## src/hdl/zpnc_pkg.sv

```systemverilog
// Shared types, constants and the neighbor count function of the zero pixel neighbor count unit.
package zpnc_pkg;

   localparam int DEFAULT_MAX_WIDTH = 64;
   localparam int DEFAULT_MAX_HEIGHT = 64;

   localparam int CFG_W = 7;
   localparam int CSR_INDEX_W = 1;
   localparam int RESET_FRAME_SIZE = 8;
   localparam int MIN_FRAME_SIZE = 3;

   localparam int ROW_OUT_W = 6;
   localparam int COL_OUT_W = 6;
   localparam int COUNT_W = 4;
   localparam int NEIGHBORS = 8;

   localparam int WINDOW_W = 9;
   localparam int CENTER_BIT = 4;
   localparam logic [WINDOW_W-1:0] NEIGHBOR_MASK = 9'h1EF;

   typedef enum logic [CSR_INDEX_W-1:0] {
      CSR_FRAME_WIDTH  = 1'b0,
      CSR_FRAME_HEIGHT = 1'b1
   } csr_index_type;

   // One pixel as it sits in the stage register, with its position already resolved.
   typedef struct packed {
      logic                 pixel_bit;
      logic                 frame_start;
      logic                 report_ok;
      logic [ROW_OUT_W-1:0] center_row;
      logic [COL_OUT_W-1:0] center_col;
   } zpnc_item_type;

   // The two stored rows at one column.
   typedef struct packed {
      logic middle;
      logic upper;
   } zpnc_column_type;

   function automatic logic [COUNT_W-1:0] count_neighbors(input logic [WINDOW_W-1:0] window);
      logic [COUNT_W-1:0]  total;
      logic [WINDOW_W-1:0] masked;
      total = '0;
      masked = window & NEIGHBOR_MASK;
      for (int i = 0; i < WINDOW_W; i++) begin
         total = total + COUNT_W'(masked[i]);
      end
      return total;
   endfunction

endpackage

```

## src/hdl/zpnc_if.sv

```systemverilog
// Valid/ready channel interfaces for the pixel input and the result output.
interface zpnc_req_if;
   logic valid;
   logic ready;
   logic pixel_bit;
   logic frame_start;

   modport source (output valid, output pixel_bit, output frame_start, input ready);
   modport sink (input valid, input pixel_bit, input frame_start, output ready);
endinterface

interface zpnc_rsp_if import zpnc_pkg::*; ();
   logic                 valid;
   logic                 ready;
   logic [ROW_OUT_W-1:0] center_row;
   logic [COL_OUT_W-1:0] center_col;
   logic [COUNT_W-1:0]   ones_around;

   modport source (output valid, output center_row, output center_col, output ones_around,
                   input ready);
   modport sink (input valid, input center_row, input center_col, input ones_around,
                 output ready);
endinterface

```

## src/hdl/zpnc_position.sv

```systemverilog
// Frame size registers and raster position tracking for incoming pixels.
module zpnc_position import zpnc_pkg::*; #(
   parameter int MAX_WIDTH = DEFAULT_MAX_WIDTH,
   parameter int MAX_HEIGHT = DEFAULT_MAX_HEIGHT,
   localparam int COLW = $clog2(MAX_WIDTH),
   localparam int ROWW = $clog2(MAX_HEIGHT)
) (
   input  logic                   clock,
   input  logic                   reset,
   input  logic                   csr_we,
   input  logic [CSR_INDEX_W-1:0] csr_index,
   input  logic [CFG_W-1:0]       csr_wdata,
   input  logic                   accept,
   input  logic                   pixel_bit,
   input  logic                   frame_start,
   output logic [COLW-1:0]        rd_addr,
   output zpnc_item_type          item
);

   localparam int CW = $clog2(MAX_WIDTH + 1);
   localparam int HW = $clog2(MAX_HEIGHT + 1);
   localparam int CXW = COLW + 1;
   localparam int RXW = ROWW + 1;
   localparam int RESET_WID = (RESET_FRAME_SIZE > MAX_WIDTH) ? MAX_WIDTH : RESET_FRAME_SIZE;
   localparam int RESET_HEI = (RESET_FRAME_SIZE > MAX_HEIGHT) ? MAX_HEIGHT : RESET_FRAME_SIZE;

   logic [CW-1:0]   wid_ff, wid_in;
   logic [HW-1:0]   hei_ff, hei_in;
   logic [COLW-1:0] col_ff, col_in;
   logic [ROWW-1:0] row_ff, row_in;
   logic [COLW-1:0] col_cur;
   logic [ROWW-1:0] row_cur;
   logic [CXW-1:0]  col_next;
   logic [RXW-1:0]  row_next;
   logic [COLW-1:0] col_less;
   logic [ROWW-1:0] row_less;

   // Sizes are held already clamped, since only the clamped values are ever used.
   always_comb begin
      wid_in = wid_ff;
      hei_in = hei_ff;
      if (csr_we && csr_index == CSR_FRAME_WIDTH) begin
         if (csr_wdata < CFG_W'(MIN_FRAME_SIZE)) begin
            wid_in = CW'(MIN_FRAME_SIZE);
         end else if (32'(csr_wdata) > MAX_WIDTH) begin
            wid_in = CW'(MAX_WIDTH);
         end else begin
            wid_in = CW'(csr_wdata);
         end
      end
      if (csr_we && csr_index == CSR_FRAME_HEIGHT) begin
         if (csr_wdata < CFG_W'(MIN_FRAME_SIZE)) begin
            hei_in = HW'(MIN_FRAME_SIZE);
         end else if (32'(csr_wdata) > MAX_HEIGHT) begin
            hei_in = HW'(MAX_HEIGHT);
         end else begin
            hei_in = HW'(csr_wdata);
         end
      end
   end

   always_comb begin
      col_cur  = frame_start ? '0 : col_ff;
      row_cur  = frame_start ? '0 : row_ff;
      col_next = CXW'(col_cur) + CXW'(1);
      row_next = RXW'(row_cur) + RXW'(1);
      col_less = col_cur - COLW'(1);
      row_less = row_cur - ROWW'(1);

      if (col_next >= CXW'(wid_ff)) begin
         col_in = '0;
         row_in = (row_next >= RXW'(hei_ff)) ? '0 : row_next[ROWW-1:0];
      end else begin
         col_in = col_next[COLW-1:0];
         row_in = (RXW'(row_cur) >= RXW'(hei_ff)) ? '0 : row_cur;
      end

      rd_addr = col_cur;

      item.pixel_bit   = pixel_bit;
      item.frame_start = frame_start;
      item.report_ok   = (row_cur >= ROWW'(2)) && (col_cur >= COLW'(2)) &&
                         (CXW'(col_cur) < CXW'(wid_ff)) && (RXW'(row_cur) < RXW'(hei_ff));
      item.center_row  = ROW_OUT_W'(row_less);
      item.center_col  = COL_OUT_W'(col_less);
   end

   always_ff @(posedge clock) begin
      if (reset) begin
         wid_ff <= CW'(RESET_WID);
         hei_ff <= HW'(RESET_HEI);
         col_ff <= '0;
         row_ff <= '0;
      end else begin
         wid_ff <= wid_in;
         hei_ff <= hei_in;
         if (accept) begin
            col_ff <= col_in;
            row_ff <= row_in;
         end
      end
   end

   a_col_in_store: assert property (@(posedge clock) disable iff (reset)
      32'(col_ff) < MAX_WIDTH && 32'(row_ff) < MAX_HEIGHT)
      else $error("raster position beyond the line store depth or the frame height limit");

endmodule

```

## src/hdl/zpnc_line_store.sv

```systemverilog
// Line store memory holding the two previous rows, with same-address forwarding.
module zpnc_line_store import zpnc_pkg::*; #(
   parameter int MAX_WIDTH = DEFAULT_MAX_WIDTH,
   localparam int COLW = $clog2(MAX_WIDTH)
) (
   input  logic            clock,
   input  logic            accept,
   input  logic [COLW-1:0] rd_addr,
   input  logic            pixel_bit,
   input  logic            advance,
   output zpnc_column_type column
);

   zpnc_column_type mem [MAX_WIDTH];

   logic [COLW-1:0] addr_ff;
   logic            pixel_ff;
   zpnc_column_type rd_ff;
   logic            fwd_ff;
   zpnc_column_type fwd_data_ff;
   zpnc_column_type wr_data;

   // The middle row moves up and the pixel in the stage register becomes the new middle row.
   always_comb begin
      column         = fwd_ff ? fwd_data_ff : rd_ff;
      wr_data.upper  = column.middle;
      wr_data.middle = pixel_ff;
   end

   always_ff @(posedge clock) begin
      if (advance) begin
         mem[addr_ff] <= wr_data;
      end
      if (accept) begin
         rd_ff       <= mem[rd_addr];
         addr_ff     <= rd_addr;
         pixel_ff    <= pixel_bit;
         fwd_ff      <= advance && (addr_ff == rd_addr);
         fwd_data_ff <= wr_data;
      end
   end

endmodule

```

## src/hdl/zpnc_window.sv

```systemverilog
// Stage register, 3x3 window, neighbor count and result register.
module zpnc_window import zpnc_pkg::*; (
   input  logic            clock,
   input  logic            reset,
   input  logic            accept,
   input  zpnc_item_type   item,
   input  zpnc_column_type column,
   output logic            in_ready,
   output logic            advance,
   zpnc_rsp_if.source      rsp
);

   logic                 s1_valid_ff;
   zpnc_item_type        item_ff;
   logic [WINDOW_W-1:0]  win_ff;
   logic [WINDOW_W-1:0]  win_base;
   logic [WINDOW_W-1:0]  win_in;
   logic                 hit;
   logic                 out_valid_ff;
   logic [ROW_OUT_W-1:0] row_ff;
   logic [COL_OUT_W-1:0] col_ff;
   logic [COUNT_W-1:0]   ones_ff;

   always_comb begin
      win_base = item_ff.frame_start ? '0 : win_ff;
      win_in   = {item_ff.pixel_bit, column.middle, column.upper, win_base[WINDOW_W-1:3]};
      hit      = item_ff.report_ok && !win_in[CENTER_BIT];
      advance  = s1_valid_ff && (!hit || !out_valid_ff || rsp.ready);
      in_ready = !s1_valid_ff || advance;
   end

   assign rsp.valid       = out_valid_ff;
   assign rsp.center_row  = row_ff;
   assign rsp.center_col  = col_ff;
   assign rsp.ones_around = ones_ff;

   always_ff @(posedge clock) begin
      if (reset) begin
         s1_valid_ff  <= 1'b0;
         out_valid_ff <= 1'b0;
         win_ff       <= '0;
      end else begin
         if (accept) begin
            s1_valid_ff <= 1'b1;
         end else if (advance) begin
            s1_valid_ff <= 1'b0;
         end
         if (advance) begin
            win_ff <= win_in;
         end
         if (advance && hit) begin
            out_valid_ff <= 1'b1;
         end else if (rsp.ready) begin
            out_valid_ff <= 1'b0;
         end
      end
      if (accept) begin
         item_ff <= item;
      end
      if (advance && hit) begin
         row_ff  <= item_ff.center_row;
         col_ff  <= item_ff.center_col;
         ones_ff <= count_neighbors(win_in);
      end
   end

   a_count_range: assert property (@(posedge clock) disable iff (reset)
      out_valid_ff |-> ones_ff <= COUNT_W'(NEIGHBORS))
      else $error("neighbor count above eight");

   a_hit_held: assert property (@(posedge clock) disable iff (reset)
      s1_valid_ff && hit && out_valid_ff && !rsp.ready |=> s1_valid_ff && $stable(item_ff))
      else $error("pending result dropped while the output was stalled");

   a_hit_shown: assert property (@(posedge clock) disable iff (reset)
      advance && hit |=> out_valid_ff)
      else $error("reported pixel did not reach the result register");

endmodule

```

## src/hdl/zero_pixel_neighbor_count_unit.sv

```systemverilog
// Top level of the zero pixel neighbor count unit.
// A result passes from the stage register into the result register, which drives the rsp
// channel; the stage holds while the result register is full and not taken.
// Throughput: one pixel transaction per clock while the stage is not held, set by the line
// store memory, which does one read and one write per cycle.
// Reset: positions and window clear, frame size returns to 8 x 8; line stores are not cleared.
module zero_pixel_neighbor_count_unit import zpnc_pkg::*; #(
   parameter int MAX_WIDTH = DEFAULT_MAX_WIDTH,
   parameter int MAX_HEIGHT = DEFAULT_MAX_HEIGHT
) (
   input  logic                   clock,
   input  logic                   reset,
   zpnc_req_if.sink               req_ch,
   zpnc_rsp_if.source             rsp_ch,
   input  logic                   csr_we,
   input  logic [CSR_INDEX_W-1:0] csr_index,
   input  logic [CFG_W-1:0]       csr_wdata
);

   localparam int COLW = $clog2(MAX_WIDTH);

   // A pixel transaction is taken whenever the stage register is empty or moving on.
   logic            accept;
   logic            in_ready;
   logic            advance;
   logic [COLW-1:0] rd_addr;
   zpnc_item_type   item;
   zpnc_column_type column;

   assign req_ch.ready = in_ready;
   assign accept = req_ch.valid && in_ready;

   // The position tracker resolves the pixel's row and column, including a frame start,
   // and decides whether a full neighborhood around the window center lies in the frame.
   zpnc_position #(
      .MAX_WIDTH  (MAX_WIDTH),
      .MAX_HEIGHT (MAX_HEIGHT)
   ) u_position (
      .clock       (clock),
      .reset       (reset),
      .csr_we      (csr_we),
      .csr_index   (csr_index),
      .csr_wdata   (csr_wdata),
      .accept      (accept),
      .pixel_bit   (req_ch.pixel_bit),
      .frame_start (req_ch.frame_start),
      .rd_addr     (rd_addr),
      .item        (item)
   );

   // The line store is read at the acceptance edge and written back when the pixel
   // leaves the stage register. When the next pixel reads the column being written in
   // that same cycle, the written value is forwarded in place of the stale read.
   zpnc_line_store #(
      .MAX_WIDTH (MAX_WIDTH)
   ) u_line_store (
      .clock     (clock),
      .accept    (accept),
      .rd_addr   (rd_addr),
      .pixel_bit (req_ch.pixel_bit),
      .advance   (advance),
      .column    (column)
   );

   // The window stage shifts in the new column, and if the center pixel is zero and its
   // neighborhood lies in the frame it counts the eight neighbors into the result register.
   // It only stalls when it has a result to hand over and the result register is still full.
   zpnc_window u_window (
      .clock    (clock),
      .reset    (reset),
      .accept   (accept),
      .item     (item),
      .column   (column),
      .in_ready (in_ready),
      .advance  (advance),
      .rsp      (rsp_ch)
   );

endmodule

```

## src/flat_wrapper.sv

```systemverilog
// flat-port wrapper written by rule: the top's interface ports become plain ports
module zero_pixel_neighbor_count_unit_flat import zpnc_pkg::*;
#(
   parameter int MAX_WIDTH = DEFAULT_MAX_WIDTH,
   parameter int MAX_HEIGHT = DEFAULT_MAX_HEIGHT
)
  (clock, reset, csr_we, csr_index, csr_wdata, req_ch_valid, req_ch_pixel_bit, req_ch_frame_start, req_ch_ready, rsp_ch_valid, rsp_ch_center_row, rsp_ch_center_col, rsp_ch_ones_around, rsp_ch_ready);
  zpnc_req_if req_ch_i ();
  zpnc_rsp_if rsp_ch_i ();
  input  logic clock;
  input  logic reset;
  input  logic csr_we;
  input  logic [CSR_INDEX_W-1:0] csr_index;
  input  logic [CFG_W-1:0] csr_wdata;
  input wire logic [$bits(req_ch_i.valid)-1:0] req_ch_valid;
  input wire logic [$bits(req_ch_i.pixel_bit)-1:0] req_ch_pixel_bit;
  input wire logic [$bits(req_ch_i.frame_start)-1:0] req_ch_frame_start;
  output wire logic [$bits(req_ch_i.ready)-1:0] req_ch_ready;
  output wire logic [$bits(rsp_ch_i.valid)-1:0] rsp_ch_valid;
  output wire logic [$bits(rsp_ch_i.center_row)-1:0] rsp_ch_center_row;
  output wire logic [$bits(rsp_ch_i.center_col)-1:0] rsp_ch_center_col;
  output wire logic [$bits(rsp_ch_i.ones_around)-1:0] rsp_ch_ones_around;
  input wire logic [$bits(rsp_ch_i.ready)-1:0] rsp_ch_ready;
  assign req_ch_i.valid = req_ch_valid;
  assign req_ch_i.pixel_bit = req_ch_pixel_bit;
  assign req_ch_i.frame_start = req_ch_frame_start;
  assign req_ch_ready = req_ch_i.ready;
  assign rsp_ch_valid = rsp_ch_i.valid;
  assign rsp_ch_center_row = rsp_ch_i.center_row;
  assign rsp_ch_center_col = rsp_ch_i.center_col;
  assign rsp_ch_ones_around = rsp_ch_i.ones_around;
  assign rsp_ch_i.ready = rsp_ch_ready;
  zero_pixel_neighbor_count_unit #(.MAX_WIDTH(MAX_WIDTH), .MAX_HEIGHT(MAX_HEIGHT)) u_core (.clock(clock), .reset(reset), .req_ch(req_ch_i), .rsp_ch(rsp_ch_i), .csr_we(csr_we), .csr_index(csr_index), .csr_wdata(csr_wdata));
endmodule
```

## config.mk

```make
export PLATFORM = sky130hd
export DESIGN_NAME = zero_pixel_neighbor_count_unit_flat
export DESIGN_NICKNAME = d
export VERILOG_FILES = /design/src/hdl/zpnc_pkg.sv /design/src/hdl/zpnc_if.sv /design/src/hdl/zpnc_position.sv /design/src/hdl/zpnc_line_store.sv /design/src/hdl/zpnc_window.sv /design/src/hdl/zero_pixel_neighbor_count_unit.sv /design/src/flat_wrapper.sv
export SDC_FILE = /design/constraint.sdc
export NUM_CORES = 1
export LEC_CHECK = 0
export BUFFER_PORTS_ARGS = -buffer_cell sky130_fd_sc_hd__buf_4
export CAP_MARGIN = 20
export CORE_MARGIN = 5
export CORE_UTILIZATION = 60
export CTS_CLUSTER_DIAMETER = 50
export DETAILED_ROUTE_END_ITERATION = 16
export PLACE_DENSITY = 0.87
export SLEW_MARGIN = 20
export SYNTH_ARGS = -nofsm -noshare
export SYNTH_HDL_FRONTEND = slang
export SYNTH_SLANG_ARGS = --single-unit
```

## constraint.sdc

```tcl
create_clock -name clock -period 8.05 [get_ports clock]
set_clock_uncertainty 0.15 [all_clocks]
set_input_delay 1.61 -clock clock [delete_from_list [all_inputs] [get_ports clock]]
set_output_delay 1.61 -clock clock [all_outputs]
set_load 0.01 [all_outputs]
```

* Yosys cells after proc, flatten, opt, wreduce, memory -nomap -nowiden
Memory sizes are Yosys's and may differ from the RTL's. A register that Yosys moved wholly into a read port is not among the register bits.
Cells that the tools add are included.
** Storage, ports and cells
- Output and inout port bits :: 18
- Bits in writable memories :: 128
- Memories :: 1
- Register bits after elaboration :: 77
** Cells by class
- Eq/ne operators :: 1
- Order comparisons :: 9
- Multiplexer cells :: 16
- Reductions and logical operators :: 19
- Add/subtract/negate cells :: 11
- Bitwise logic cells :: 1
** Memory list
- u_core.u_line_store.mem :: depth 64, width 2, rd ports 1, clocked after Yosys merged registers in 1, write ports 1, RTL line zpnc_line_store.sv:14 : zpnc_column_type mem [MAX_WIDTH];
** Operators with widths (number)
- two-way mux 6 bit :: 6
- adder 4 x 1 -> 4 bit :: 4
- adder 6 x 1 -> 7 bit (second input constant) :: 2
- >= comparator 7 bit :: 2
- < comparator 6 x 7 -> 1 bit :: 2
- two-way mux 7 bit :: 2
- >= comparator 6 x 2 -> 1 bit (second input constant) :: 2
- subtractor 6 x 1 -> 6 bit (second input constant) :: 2
- logical AND 1 bit :: 10
- two-way mux 9 bit :: 1
- >= comparator 6 x 7 -> 1 bit :: 1
- greater-than comparator 7 bit (second input constant) :: 1
- < comparator 7 x 2 -> 1 bit (second input constant) :: 1
- == test 6 bit :: 1
- two-way mux 1 bit :: 6
- adder 3 x 1 -> 4 bit :: 1
- zero test 1 bit :: 4
- nonzero test 2 bit :: 2
- adder 2 x 1 -> 3 bit :: 1
- logical OR 1 bit :: 3
- adder 1 x 1 -> 2 bit :: 1
- two-way mux 2 bit :: 1
- inverter 1 bit :: 1

* Depth between registers and ports, before layout
- Word-level depth :: 10
- Depth in mapped cells :: 14

* Modules after synthesis
From an unflattened synthesis, not the netlist that was laid out.
** Unflattened totals
- Cell total of the unflattened synthesis :: 721
- Area, all modules :: 9516.6 um2
** By module, submodules not included
- zpnc_line_store :: seq. area each 4204.0 um2, area an instance 5786.8 um2, cells each 329, times used 1
- zpnc_position :: seq. area each 520.5 um2, area an instance 2115.8 um2, cells each 276, times used 1
- zpnc_window :: seq. area each 1091.0 um2, area an instance 1607.8 um2, cells each 115, times used 1
- zero_pixel_neighbor_count_unit :: seq. area each 0.0 um2, area an instance 6.3 um2, cells each 1, times used 1

* Worst setup path after synthesis
No wires, ideal clock.
- Path kind :: input port to flip-flop
- Start :: in req_ch_frame_start
- End :: reg u_core.u_position.row_ff[4]
- Stages on the path :: 14
- Arrival time :: 3.931 ns
- Setup time :: 0.091 ns
- Path slack :: 3.878 ns
- Cell sequence :: nand2b_1 > buf_2 > inv_1 > buf_2 > ha_1 > xor2_1 > ha_1 > a21oi_1 > o21ai_0 > a21oi_1 > o21a_1 > clkbuf_1 > nand3_1 > a311oi_1
** On the way
- Elaborated cells between the ends (all ways) :: 10
- Those cells by class :: 2 x add/sub; 3 x order compare; 5 x mux
** RTL lines
- start: declaration :: RTL line flat_wrapper.sv:17 : input wire logic [$bits(req_ch_i.frame_start)-1:0] req_ch_frame_start;
- two-way mux 6 bit :: RTL line zpnc_position.sv:63 : col_cur = frame_start ? '0 : col_ff;
- named net u_core.rd_addr[1] :: RTL line zero_pixel_neighbor_count_unit.sv:26 : logic [COLW-1:0] rd_addr;
- adder 6 x 1 -> 7 bit :: RTL line zpnc_position.sv:65 : col_next = CXW'(col_cur) + CXW'(1);
- >= comparator 7 bit :: RTL line zpnc_position.sv:70 : if (col_next >= CXW'(wid_ff)) begin
- two-way mux 6 bit :: RTL line zpnc_position.sv:70
- end signal: assignment :: RTL line zpnc_position.sv:99 : row_ff <= row_in;
- end: declaration :: RTL line zpnc_position.sv:30 : logic [ROWW-1:0] row_ff, row_in;
The timed path passes the listed nets, and every way through them passes these cells.
A chain may end at the register's enable or synchronous reset.

* Worst setup path after layout
- Start :: in req_ch_frame_start
- End :: reg u_core.u_position.row_ff[1]
** On the way
- Cells in the longest elaborated chain, start to end :: 5
- Elaborated cells between the ends (all ways) :: 10
- Those cells by class :: 2 x add/sub; 3 x order compare; 5 x mux
** RTL lines
- two-way mux 6 bit :: RTL line zpnc_position.sv:64 : row_cur = frame_start ? '0 : row_ff;
- adder 6 x 1 -> 7 bit :: RTL line zpnc_position.sv:66 : row_next = RXW'(row_cur) + RXW'(1);
- >= comparator 7 bit :: RTL line zpnc_position.sv:72 : row_in = (row_next >= RXW'(hei_ff)) ? '0 : row_next[ROWW-1:0];
- two-way mux 6 bit :: RTL line zpnc_position.sv:72
- two-way mux 6 bit (*) :: RTL line zpnc_position.sv:70
Mark *: on every way between the ends. The rest lies on a longest branch, timed or not.

==> flow_summary.yaml <==
status:
  status: "complete, no violations"
logic_synthesis:
  seq_area_frac_synth_pct: 60.99
  yosys_register_bits: 204
  async_reset_ff_share_pct: 0
  ys.flop_type: "edfxtp_1"
  synth_cells: 773
  syn_area_um2: 9485
  syn-num-nets: 824
  ys_types: 65
  yosysWarnings: 0
  syn-mean-instance-area_um2: 12.27
  synth_edf_count: 170
die:
  dieArea_um2: 18420
  core_area_um2: 15710
  initial_core_util_pct: 60.37
  die_w_um: 135.7
  fp.dieH_um: 135.7
  rows: 46
  ios: 33
timing:
  timing.final.crit_share_pct: 60.39
  clock.fmax_mhz: 205.7
  relSlewSlack_pct: 31.34
  period_needed_ns: 4.862
  setup_tns_ns: 0
  finalHoldViolCount: 0
  tightest_slew_ns: 1.025
  finalSetupViolCount: 0
  slew_violations: 0
  rsz0062_at_grt: "no"
grt:
  grt_overflow: 0
  grt_pass1_vias: 6296
  gr-usage-all-layers_pct: 23.19
  grt_max_degree: 68
  grt_pass1_wl_um: 33130
  antenna_found_initial: 0
setup_path:
  crit_path_max_fanout: 33
  crit-reg2reg-capture: "u_core.u_position.row_ff[1]$_SDFFE_PP0P_"
  path_class: "in2reg"
  max_stage_delay_ns: 0.56
  cp_cell_sequence: "buf_4, nand2b_1, inv_1, ha_1, xor2_1, ha_1, a21oi_1, o21ai_0, a21oi_1, o21a_1, nand3_1, a311oi_1"
  r2r_cells: 12
  crit_path_end_kind: "flop"
  crit_required_ns: 8.30
  arrival_ns: 5.11
  start_kind: "input port"
  r2r_slack_ns: 3.85
  crit_start: "req_ch_frame_start"
  cp_slowest_cell: "nand2b_1"
  r2r_start: "u_core.u_position.col_ff[0]$_SDFFE_PP0P_"
job:
  drv.max_cap_violation_count: 0
finish:
  register_area_um2: 5787
  multi_input_area_um2: 3337
  n_antenna_cell: 0
  drive_gt1_share_pct: 10.64
  final_util_pct: 66.75
  syn2layout_area_growth_pct: 10.58
  fill_cells: 1119
  nets: 844
power:
  power.internal_uw: 1797
  power.density_nw_per_um2: 217.3
  power_frac_comb_pct: 6.6
  clock_power_share_pct: 41.7
  totalPowerFinal_uw: 2279
  pwr-share-seq_pct: 51.7
  switching_share_pct: 21.16
  switchingPower_uw: 482.3
  leakage_uw: 0.003601
  peakVddDrop_mv: 0.1987
clock_network:
  clock_sinks: 204
  cts-htree-levels: 1
  cts_tree: "built"
  hold_buffers: 0
  clock_latency_ns: 0.49
  cts_setup_buffers: 0
  cts_resized: 0
  cts_buffer_depth: 3
  cts_made_buffers: 21
  cts.clk_slew.worst_paths_ns: 0.06
  root_buffer: "clkbuf_16"
routing:
  ant_nets: 0
  routedWlPerCell_um: 20.38
  vias_per_cell: 6.178
  drc: 0
  drt-pass1-iter-count: 6
  finalWirelength_um: 20870
  via_count: 6326
  drtIter0Drc: 690
place:
  numPortBuffers: 32
  globalplace.congestion: 0.9022
  dp_hpwl_um: 13350
worst_hold_path:
  hp-start: "u_core.u_window.item_ff[7]$_DFFE_PP_"
  hp-class: "reg2reg"
  whs_path_depth: 0
  hold_path_end: "u_core.u_window.rsp.center_row[1]$_DFFE_PP_"
## sequential cells by signal, indices dropped and copies added (netlist names), 7 cells and up
name and flops:
u_core.u_window.item_ff 14, u_core.u_position.hei_ff 7, u_core.u_line_store.mem 128, u_core.u_position.wid_ff 7
## critical path, delay by kind of cell
| kind | cells | cell delay (ns) |
|---|---|---|
| adder cells (fa/ha/maj) | 2 | 0.70 |
| XOR/XNOR | 1 | 0.19 |
| buffers and inverters | 2 | 0.72 |
| AND/OR/NAND/NOR | 2 | 0.68 |
| AO/OA/AOI/OAI | 5 | 1.17 |
## power by group through the flow
stage,clock network (uW),logic [uW],registers (uW)
2_1_floorplan,0,107,1200
3_3_place_gp,0,144,1200
3_5_place_dp,0,149,1200
4_1_cts,964,150,1180
5_1_grt,1010,167,1180
6_report,951,151,1180
## synthesized netlist by cell type (all sizes together), types with 11 or more instances
cell type,count,share of area (%)
a21oi,50,2.7
clkbuf,18,0.82
dfxtp,34,7.2
nand3,31,1.6
xnor2,13,1.2
o21ai,15,0.91
ha,32,4.2
buf,23,1.6
nand2b,11,0.73
nor2,105,4.2
nor2b,20,1.3
edfxtp,170,54
nand2,49,1.9
inv,36,1.4
mux2i,20,2.1
## final cells by class
type	count	area share, %
Sequential cell	204	55.17
Multi-Input combinational cell	492	31.81
Clock buffer	29	5.296
Timing Repair Buffer	38	2.720
Tap cell	216	2.577
Inverter	36	1.288
Clock inverter	9	1.133
## cells by family (layout without fill, tap and decap cells)
kind of cell,count (synthesis),after routing,share of synthesized area (%)
buffers and inverters,77,112,3.825
XOR/XNOR,21,21,1.939
multiplexers,37,37,5.514
adder cells (fa/ha/maj),36,36,5.065
AND/OR/NAND/NOR,261,261,13.06
flip-flops,204,204,60.99
AO/OA/AOI/OAI,137,137,9.603
## worst max path at each step
stage / slack, ns / cells after the start / to
3_3_place_gp: 2.89 / 12 / u_core.u_position.row_ff[4]$_SDFFE_PP0P_
4_1_cts: 3.23 / 12 / u_core.u_position.row_ff[1]$_SDFFE_PP0P_
2_1_floorplan: 3.88 / 14 / u_core.u_position.row_ff[4]$_SDFFE_PP0P_
6_report: 3.19 / 12 / u_core.u_position.row_ff[1]$_SDFFE_PP0P_
3_5_place_dp: 2.71 / 12 / u_core.u_position.row_ff[1]$_SDFFE_PP0P_
5_1_grt: 2.90 / 12 / u_core.u_position.row_ff[4]$_SDFFE_PP0P_
## metal layers
layer | vias up | wire length [um] | global-route usage [%]
li1 | 2877 | - | -
met1 | 3061 | 7930 | 28.74
met2 | 304 | 10290 | 39.93
met3 | 84 | 1593 | 4.383
met4 | 0 | 1047 | 10.02
met5 | - | 0 | 0
## layout by cell type, fill, tap and decap left out, types with 20 or more instances in the layout
master	instances
nand3_1	31
ha_1	32
edfxtp_1	170
a21oi_1	49
dfxtp_1	33
nand2_1	49
buf_4	38
clkbuf_16	21
nor2_1	105
inv_1	35
nor2b_1	20
mux2i_1	20
## stage by stage
stage	std cells	setup WS, ns	cell area (um^2)	hold slack (ns)
floorplan	773	3.878	9485	0.2503
global placement	986	2.892	9814	0.2518
detailed placement	986	2.706	9814	0.2556
CTS	1024	3.228	10490	0.2695
global route	1024	2.896	10490	0.2840
finish	1024	3.188	10490	0.2677
No activity file was read; power rests on OpenSTA's default activity.
